**src/hw/rtl/gf2dp_pkg.sv**
```systemverilog
// gf2dp_pkg: types, constants and carry-less helper functions for the
// gf2(2^192) dot-product accumulator; no dependencies
package gf2dp_pkg;

	localparam int WORD_W  = 64;
	localparam int ELEM_W  = 192;
	localparam int PROD_W  = 384;
	localparam int CHUNK_W = 32;
	localparam int CHUNKS  = ELEM_W / CHUNK_W;
	localparam int PARTS   = CHUNKS * CHUNKS;
	localparam int PART_W  = 2 * CHUNK_W - 1;
	localparam int QDEPTH  = 2;
	localparam int QPTR_W  = 1;
	localparam int QCNT_W  = 2;

	typedef logic [PART_W-1:0] part_t;
	typedef logic [PROD_W-1:0] prod_t;
	typedef logic [ELEM_W-1:0] elem_t;

	typedef struct packed {
		elem_t left;
		elem_t right;
		logic  last;
	} item_t;

	// 32 x 32 carry-less product
	function automatic part_t clmul32(input logic [CHUNK_W-1:0] a,
			input logic [CHUNK_W-1:0] b);
		part_t r;
		r = '0;
		for (int i = 0; i < CHUNK_W; i++) begin
			if (b[i]) begin
				r = r ^ (part_t'(a) << i);
			end
		end
		return r;
	endfunction

	// x * (x^7 + x^2 + x + 1), high word over low word
	function automatic logic [2*WORD_W-1:0] times_tail(input logic [WORD_W-1:0] x);
		logic [WORD_W-1:0] lo;
		logic [WORD_W-1:0] hi;
		lo = x ^ (x << 1) ^ (x << 2) ^ (x << 7);
		hi = (x >> 63) ^ (x >> 62) ^ (x >> 57);
		return {hi, lo};
	endfunction

	// fold words 5, 4, 3 down modulo x^192 + x^7 + x^2 + x + 1
	function automatic elem_t reduce(input prod_t acc);
		logic [5:0][WORD_W-1:0] w;
		logic [2*WORD_W-1:0]    t;
		w = acc;
		t = times_tail(w[5]);
		w[2] = w[2] ^ t[WORD_W-1:0];
		w[3] = w[3] ^ t[2*WORD_W-1:WORD_W];
		t = times_tail(w[4]);
		w[1] = w[1] ^ t[WORD_W-1:0];
		w[2] = w[2] ^ t[2*WORD_W-1:WORD_W];
		t = times_tail(w[3]);
		w[0] = w[0] ^ t[WORD_W-1:0];
		w[1] = w[1] ^ t[2*WORD_W-1:WORD_W];
		return {w[2], w[1], w[0]};
	endfunction

endpackage

```
**src/hw/rtl/gf2dp_queue.sv**
```systemverilog
// gf2dp_queue: two-entry operand-pair queue between front and back
// uses gf2dp_pkg
module gf2dp_queue (
	input  logic             clk,
	input  logic             arst_n,
	input  logic             push,
	input  gf2dp_pkg::item_t push_item,
	output logic             full,
	input  logic             pop,
	output gf2dp_pkg::item_t pop_item,
	output logic             empty
);
	import gf2dp_pkg::*;

	item_t             mem [QDEPTH];
	logic [QPTR_W-1:0] wr_ptr_q;
	logic [QPTR_W-1:0] rd_ptr_q;
	logic [QCNT_W-1:0] count_q;

	assign full     = count_q == QCNT_W'(QDEPTH);
	assign empty    = count_q == '0;
	assign pop_item = mem[rd_ptr_q];

	always_ff @(posedge clk or negedge arst_n) begin
		if (!arst_n) begin
			wr_ptr_q <= '0;
			rd_ptr_q <= '0;
			count_q  <= '0;
		end else begin
			if (push) begin
				wr_ptr_q <= wr_ptr_q + 1'b1;
			end
			if (pop) begin
				rd_ptr_q <= rd_ptr_q + 1'b1;
			end
			if (push && !pop) begin
				count_q <= count_q + 1'b1;
			end else if (pop && !push) begin
				count_q <= count_q - 1'b1;
			end
		end
	end

	always_ff @(posedge clk) begin
		if (push) begin
			mem[wr_ptr_q] <= push_item;
		end
	end

endmodule

```
**config.mk**
```make
export PLATFORM = sky130hd
export DESIGN_NAME = gf2dp_queue
export DESIGN_NICKNAME = d
export VERILOG_FILES = /design/src/hw/rtl/gf2dp_pkg.sv /design/src/hw/rtl/gf2dp_queue.sv
export SDC_FILE = /design/constraint.sdc
export NUM_CORES = 1
export LEC_CHECK = 0
export BUFFER_PORTS_ARGS = -buffer_cell sky130_fd_sc_hd__buf_2
export CAP_MARGIN = 30
export CELL_PAD_IN_SITES_DETAIL_PLACEMENT = 0
export CELL_PAD_IN_SITES_GLOBAL_PLACEMENT = 1
export CORE_AREA = 2 2 305 307
export CTS_CLUSTER_DIAMETER = 40
export DETAILED_ROUTE_END_ITERATION = 8
export DIE_AREA = 0 0 307 309
export PLACE_DENSITY_LB_ADDON = 0.12
export SLEW_MARGIN = 20
export SYNTH_ARGS = -nofsm -noshare
export SYNTH_HDL_FRONTEND = slang
export SYNTH_SLANG_ARGS = --single-unit
```
**constraint.sdc**
```tcl
create_clock -name clk -period 24.3 [get_ports clk]
set_input_delay 4.86 -clock clk [delete_from_list [all_inputs] [get_ports clk]]
set_output_delay 4.86 -clock clk [all_outputs]
set_load 0.1 [all_outputs]
```
==> impl_metrics.yaml <==
run_status:
  status: "completed"
yosys:
  ys_top_cells_by_area: "edfxtp_1 (82%), mux2_2 (15%), buf_6 (1.6%)"
  synth_area_leader_cell: "edfxtp_1"
  syn_avg_cell_area_um2: 23.15
  syn_area_um2: 28100
  synth_nets: 1604
  synth.distinct_cells: 12
  seq_area_frac_synth: 0.8263
  yosysWarnings: 0
  syn_inst: 1214
  ys_ff_latch: 774
  synth_top_cell_area_share: 0.8228
global_routing:
  grt-ovfl-total: 0
  antenna_found_initial: 36
  grt_start_max_net_pins: 164
  grt_usage: 0.1512
  grt_pass1_vias: 15850
  grt_first_pass_wirelength_um: 104000
finish:
  drive_gt1_frac: 0.6301
  area_growth_pct: 33.26
  nNetsFinal: 2471
  final.fill_count: 8420
  layout_common_cells: "buf_2 (775), edfxtp_1 (770), mux2_2 (385)"
  final_common_cell: "buf_2"
setup_path:
  crit_type: "flop to primary output"
  worstSetupEndpoint: "pop_item[212]"
  reg2reg_slack_ns: 21.13
  endpoint_kind: "primary output"
  crit_fanout: 85
  r2r-start: "wr_ptr_q"
  cp.required_ns: 19.44
  r2r-end: "mem[1][162]"
  cp-startpoint: "rd_ptr_q"
  r2r_cells: 4
  startpoint_type: "flop"
  worst_ep_arrival_time_ns: 3.97
clock_network:
  clk-insertion-delay-late_ns: 0.69
  cts_buffer_depth: 3
  cts_buffers: 119
  clock-root-buffer: "clkbuf_16"
  cts_post_setup_buffers_inserted: 0
  htree_levels: 3
  cts-resized-gates: 0
  clkTransAtPathRegs_ns: 0.06
  cts_tree: "yes"
  clock_sinks: 774
  hold_buffers: 0
sta:
  worst_slew_pin_slew_ns: 1.186
  hold_violations: 0
  slew_violations: 0
  max_slew_margin: 0.2092
  rsz0062_at_grt: "false"
  max_freq_mhz: 113.2
  tns_ns: 0
  period_needed_ns: 8.831
  clock-skew-final_ns: 0.01354
  finalCritPeriodShare: 0.3634
  setup_viol: 0
placed_design:
  dpl.hpwl_um: 52270
  io_buffer_count: 775
  gp_congestion: 0.7845
routing:
  met2WireLength_um: 39880
  drt-total-wl_um: 75020
  ant_nets: 0
  top_layer_used: "met5"
  route.met3.wl_um: 7063
  wl_met1_um: 25180
  first_pass_iters: 5
  vias_per_cell: 4.388
  vias: 14860
  drtIter0Drc: 882
  drc: 0
  drt-wirelength-per-cell_um: 22.15
floorplanning:
  die_w_um: 307
  dieArea_um2: 94860
  std_cell_rows: 111
  die_h_um: 309
  io-pin-count: 776
  core_area_um2: 91390
  floorplan.initialDensity: 0.3075
min_path:
  whs_path_depth: 1
  hold_class: "flop to flop"
run:
  cap_violations: 0
## state kept, by name, summed over array words and instances (netlist names)
signal    count
wr_ptr_q      1
mem         770
rd_ptr_q      1
count_q       2
## layout make-up
class / count / area [um^2] / share of cell area
multi-input cells: 396 / 4428 / 0.1182
inverters: 1 / 3.754 / 0.0001002
clock buffers: 127 / 3008 / 0.08032
diodes: 14 / 35.03 / 0.0009355
clock inverters: 100 / 1182 / 0.03157
flip-flops and latches: 774 / 23230 / 0.6202
well taps: 1186 / 1484 / 0.03962
repair buffers: 789 / 4083 / 0.1090
## routing by layer
| layer | GRT usage | vias up |
|---|---|---|
| li1 | - | 6706 |
| met1 | 0.1503 | 7331 |
| met2 | 0.2734 | 614 |
| met3 | 0.06180 | 180 |
| met4 | 0.07181 | 32 |
| met5 | 0 | - |
## metrics by stage
| stage | area (um^2) | worst slack, ns | hold slack, ns | instances | utilization |
|---|---|---|---|---|---|
| final | 37450 | 15.47 | 0.4912 | 3387 | 0.4098 |
| after global routing | 37430 | 15.17 | 0.5165 | 3381 | 0.4096 |
| after CTS | 37390 | 15.27 | 0.4970 | 3372 | 0.4092 |
| after detailed placement | 33200 | 16.06 | 0.4819 | 3145 | 0.3633 |
| after global placement | 33150 | 15.72 | 0.4780 | 3143 | 0.3628 |
| after floorplan | 28100 | 1.728 | 0.4555 | 1214 | - |
## worst min-delay path by stage
stage                          start    endpoint  slack [ns]
final                     count_q[1]  count_q[1]        0.49
after global routing      count_q[1]  count_q[1]        0.52
after CTS                 count_q[1]  count_q[1]        0.50
after floorplan             wr_ptr_q    wr_ptr_q        0.46
after detailed placement  count_q[1]  count_q[1]        0.48
after global placement    count_q[1]  count_q[1]        0.48
## cells by family (layout without fill, tap and decap cells)
group | count (synthesis) | after routing | synth area share
buffers and inverters | 44 | 1017 | 0.01647
adders and majority gates | 1 | 1 | 0.0004451
DFF | 774 | 774 | 0.8263
other | 0 | 14 | 0
muxes | 385 | 385 | 0.1543
xor gates and xnor gates | 5 | 5 | 0.001558
and+or+nand+nor | 5 | 5 | 0.0009351
## cell usage after synthesis
library cell	instances
edfxtp_1	770
ha_1	1
mux2_2	385
and2_1	1
buf_2	4
buf_6	39
nor2b_1	2
dfrtp_1	4
inv_1	1
xor2_1	4
xnor2_1	1
nor2_1	2
## critical path: stages (launching register included)
cell,delay [ns]
dfrtp_4,0.88
buf_4,0.74
buf_6,0.70
mux2_2,0.35
buf_2,0.44
Power is not shown: default switching activity piles up to over one toggle a cycle in this logic, so the estimate is an artifact.
