===== src/hw/rtl/gf2dp_pkg.sv =====
// gf2dp_pkg: types, constants and carry-less helper functions for the
// gf2(2^192) dot-product accumulator; no dependencies
package gf2dp_pkg;

	localparam int WORD_W  = 64;
	localparam int ELEM_W  = 192;
	localparam int PROD_W  = 384;
	localparam int CHUNK_W = 32;
	localparam int CHUNKS  = ELEM_W / CHUNK_W;
	localparam int PARTS   = CHUNKS * CHUNKS;
	localparam int PART_W  = 2 * CHUNK_W - 1;
	localparam int QDEPTH  = 2;
	localparam int QPTR_W  = 1;
	localparam int QCNT_W  = 2;

	typedef logic [PART_W-1:0] part_t;
	typedef logic [PROD_W-1:0] prod_t;
	typedef logic [ELEM_W-1:0] elem_t;

	typedef struct packed {
		elem_t left;
		elem_t right;
		logic  last;
	} item_t;

	// 32 x 32 carry-less product
	function automatic part_t clmul32(input logic [CHUNK_W-1:0] a,
			input logic [CHUNK_W-1:0] b);
		part_t r;
		r = '0;
		for (int i = 0; i < CHUNK_W; i++) begin
			if (b[i]) begin
				r = r ^ (part_t'(a) << i);
			end
		end
		return r;
	endfunction

	// x * (x^7 + x^2 + x + 1), high word over low word
	function automatic logic [2*WORD_W-1:0] times_tail(input logic [WORD_W-1:0] x);
		logic [WORD_W-1:0] lo;
		logic [WORD_W-1:0] hi;
		lo = x ^ (x << 1) ^ (x << 2) ^ (x << 7);
		hi = (x >> 63) ^ (x >> 62) ^ (x >> 57);
		return {hi, lo};
	endfunction

	// fold words 5, 4, 3 down modulo x^192 + x^7 + x^2 + x + 1
	function automatic elem_t reduce(input prod_t acc);
		logic [5:0][WORD_W-1:0] w;
		logic [2*WORD_W-1:0]    t;
		w = acc;
		t = times_tail(w[5]);
		w[2] = w[2] ^ t[WORD_W-1:0];
		w[3] = w[3] ^ t[2*WORD_W-1:WORD_W];
		t = times_tail(w[4]);
		w[1] = w[1] ^ t[WORD_W-1:0];
		w[2] = w[2] ^ t[2*WORD_W-1:WORD_W];
		t = times_tail(w[3]);
		w[0] = w[0] ^ t[WORD_W-1:0];
		w[1] = w[1] ^ t[2*WORD_W-1:WORD_W];
		return {w[2], w[1], w[0]};
	endfunction

endpackage


===== src/hw/rtl/gf2dp_front.sv =====
// gf2dp_front: input register that takes one operand pair per cycle unless
// item_stall is high, and pushes it into the work queue; uses gf2dp_pkg
module gf2dp_front (
	input  logic                         clk,
	input  logic                         arst_n,
	input  logic                         item_valid,
	output logic                         item_stall,
	input  logic [gf2dp_pkg::WORD_W-1:0] left_low,
	input  logic [gf2dp_pkg::WORD_W-1:0] left_mid,
	input  logic [gf2dp_pkg::WORD_W-1:0] left_high,
	input  logic [gf2dp_pkg::WORD_W-1:0] right_low,
	input  logic [gf2dp_pkg::WORD_W-1:0] right_mid,
	input  logic [gf2dp_pkg::WORD_W-1:0] right_high,
	input  logic                         final_pair,
	input  logic                         q_full,
	output logic                         q_push,
	output gf2dp_pkg::item_t             q_item
);
	import gf2dp_pkg::*;

	logic  hold_valid_q;
	item_t hold_q;
	logic  take;

	assign item_stall = hold_valid_q && q_full;
	assign take       = item_valid && !item_stall;
	assign q_push     = hold_valid_q && !q_full;
	assign q_item     = hold_q;

	always_ff @(posedge clk or negedge arst_n) begin
		if (!arst_n) begin
			hold_valid_q <= 1'b0;
		end else if (take) begin
			hold_valid_q <= 1'b1;
		end else if (q_push) begin
			hold_valid_q <= 1'b0;
		end
	end

	always_ff @(posedge clk) begin
		if (take) begin
			hold_q.left  <= {left_high, left_mid, left_low};
			hold_q.right <= {right_high, right_mid, right_low};
			hold_q.last  <= final_pair;
		end
	end

endmodule


===== config.mk =====
export PLATFORM = sky130hd
export DESIGN_NAME = gf2dp_front
export DESIGN_NICKNAME = d
export VERILOG_FILES = /design/src/hw/rtl/gf2dp_pkg.sv /design/src/hw/rtl/gf2dp_front.sv
export SDC_FILE = /design/constraint.sdc
export NUM_CORES = 1
export LEC_CHECK = 0
export BUFFER_PORTS_ARGS = -buffer_cell sky130_fd_sc_hd__buf_2
export CAP_MARGIN = 20
export CELL_PAD_IN_SITES_DETAIL_PLACEMENT = 1
export CELL_PAD_IN_SITES_GLOBAL_PLACEMENT = 2
export CORE_AREA = 2 2 302 304
export CTS_BUF_LIST = sky130_fd_sc_hd__clkbuf_8 sky130_fd_sc_hd__clkbuf_16
export DETAILED_ROUTE_END_ITERATION = 6
export DIE_AREA = 0 0 304 306
export PLACE_DENSITY = 0.54
export SLEW_MARGIN = 40
export SYNTH_ARGS = -nofsm -noshare
export SYNTH_HDL_FRONTEND = slang
export SYNTH_SLANG_ARGS = --single-unit

===== constraint.sdc =====
create_clock -name clk -period 29.7 [get_ports clk]
set_input_delay 2.97 -clock clk [delete_from_list [all_inputs] [get_ports clk]]
set_output_delay 2.97 -clock clk [all_outputs]
set_load 0.01 [all_outputs]

==> flow_summary.toml <==
[synthesis]
synth_nets = 779
synthesis.area_um2 = 11600
synth-xor-area-share_pct = 0
synth_top_family_by_area = "compound AO/OA/AOI/OAI gates"
ys_seq_elements = 386
avgSynthCellArea_um2 = 29.8
yosysTopAreaCell = "edfxtp_1"
yosys-top-cells-area = "edfxtp_1, dfrtp_1, a21o_2, and2b_2, a21boi_0"
synthCells = 390
synth_seq_area_share_pct = 99.7
synthMuxAreaShare_pct = 0
synth_cell_types = 6
synth_adder_area_share_pct = 0
synth_top_area_share_pct = 99.5
synth-simple-area-share_pct = 0.140
synth-compound-area-share_pct = 0.140
yosys_warnings = 0

[min_path]
hold_class = "register to register"
hold_path_depth = 1

[floorplan]
die_area_um2 = 93000
die_height_um = 306
io_pins = 776
num_rows = 110
core_um2 = 89600
initial_core_util_pct = 13.0
dieWidth_um = 304

[clocking]
cts-root-buf = "clkbuf_16"
ctsResizeCount = 0
cts_setup_buffers = 0
tritoncts = "built"
cts_hold_buf = 0
htreeDepth = 2
cts_made_buffers = 45
clockBufferDepth = 3
cts.clk_slew.worst_paths_ns = 0.05
worstSkewPairLatency_ns = 0.58
clkSinkCount = 386

[power]
switching_share_pct = 22.2
power_switching_mw = 0.288
pwr-share-seq_pct = 49.6
powerDensity_nw_per_um2 = 70.1
pwr-share-clk_pct = 43.5
p_leak_nw = 7.53
ir_worst_vdd_v = 0.0000427
power_mw = 1.30
comb_power_share_pct = 6.9
p_int_mw = 1.01

[routing]
avgRoutedWirePerCell_um = 17.2
drcViolationCount = 0
via_count = 7395
drt_iter0_markers = 333
dr.pass1.iters = 4
wl_um = 41900
detail-route-antenna-nets = 0
vias_per_cell = 3.04

[place]
gp_congestion = 0.804
io_buffer_count = 775
numPlacedInstances = 2347
dp_hpwl_um = 33200

[worst_setup_path]
worstSetupStartpointType = "input pin"
crit_type = "input pin to output port"
arrival_ns = 3.50
worstPathMaxFanout = 4
cp-end-kind = "output port"
r2r_cells = 4
cp.required_ns = 26.73

[timing]
maxSlewViolCount = 0
tns_ns = 0
fmax_mhz = 155
worst_slew_pin_slew_ns = 0.774
skew_ns = 0.0167
rsz0062_at_grt = "no"
setup_viol = 0
period_share_pct = 21.8
slew_headroom_pct = 48.4
hold_viol = 0
fin_crit_ns = 6.47

[final_layout]
fin_nets = 1607
layout-drive-gt1-share_pct = 67.9
fin_cells = 2431
syn_to_final_growth_pct = 59.6

[grt]
grt_pass1_wl_um = 58200
track_usage_pct = 8.65
grt_max_degree = 82
grt_pass1_vias = 8172
grt_antenna_before_repair = 14
grt_overflow = 0

[job]
drv_cap = 0

[status]
status = "finished, final reports clean"
per-stage QoR:
| stage | worst slack (ns) | cell area [µm²] | utilization, % | hold WS, ns |
|---|---|---|---|---|
| floorplan | 7.52 | 11600 | - | 0.486 |
| global placement | 23.23 | 17000 | 19.0 | 0.668 |
| CTS | 23.23 | 18500 | 20.7 | 0.655 |
| detailed placement | 23.23 | 17000 | 19.0 | 0.641 |
| finish | 23.23 | 18500 | 20.7 | 0.644 |
| global route | 23.22 | 18500 | 20.7 | 0.671 |
synthesized netlist by cell type, drive strengths merged:
library cell	instances
a21o	1
a21boi	1
edfxtp	385
and2b	1
and2	1
dfrtp	1
metal layers:
| metal | share of wire (%) | track usage (%) | vias up |
|---|---|---|---|
| li1 | - | - | 3269 |
| met1 | 34 | 8.53 | 3578 |
| met2 | 53 | 15.7 | 458 |
| met3 | 11 | 4.34 | 76 |
| met4 | 2.5 | 2.86 | 14 |
| met5 | 0.21 | 0 | - |
power groups by stage:
stage | combinational (mW) | sequential [mW] | clock [mW]
2_1_floorplan | 0.00991 | 0.694 | 0
3_3_place_gp | 0.0902 | 0.656 | 0
3_5_place_dp | 0.0918 | 0.657 | 0
4_1_cts | 0.0919 | 0.646 | 0.591
5_1_grt | 0.0964 | 0.648 | 0.611
6_report | 0.0891 | 0.645 | 0.566
cell usage in the layout (no fill, tap or decap):
cell type / instances
buf_2: 775
edfxtp_1: 385
clkbuf_16: 47
clkinv_1: 10
clkinv_2: 7
bufinv_16: 6
inv_1: 6
clkinvlp_4: 4
buf_4: 4
inv_6: 2
buf_6: 2
diode_2: 1
and2b_2: 1
and2_2: 1
a21boi_4: 1
a21o_2: 1
clkinv_4: 1
dfrtp_1: 1
state kept, by name, summed over array words and instances (netlist names):
name / cells
q_item: 385
hold_valid_q: 1
layout make-up:
cell class / count / area [µm²]
Antenna cell: 1 / 2.50
Clock inverter: 36 / 332
Clock buffer: 47 / 1180
Tap cell: 1176 / 1470
Sequential cell: 386 / 11600
Multi-Input combinational cell: 4 / 43.8
Fill cell: 10000 / 71100
Timing Repair Buffer: 781 / 3930
worst max-delay path, cell delays in order:
cell and delay [ns]:
buf_2 0.16, and2b_2 0.23, buf_2 0.14
path summary, 6_finish.rpt:
path	start	slack (ns)	end
min reg2reg	hold_valid_q	0.64	hold_valid_q
max reg2reg	hold_valid_q	26.02	q_item[0]
max in group asynchronous	arst_n	27.44	hold_valid_q
min	hold_valid_q	0.64	hold_valid_q
min in group asynchronous	arst_n	2.17	hold_valid_q
max	q_full	23.23	q_push
cells by family (layout without fill, tap and decap cells):
family,after synthesis,in the layout
and+or+nand+nor,2,2
DFF,386,386
buffers and inverters,0,864
AOI/OAI and AO/OA,2,2
other,0,1
Power figures use the tool's default switching activity.
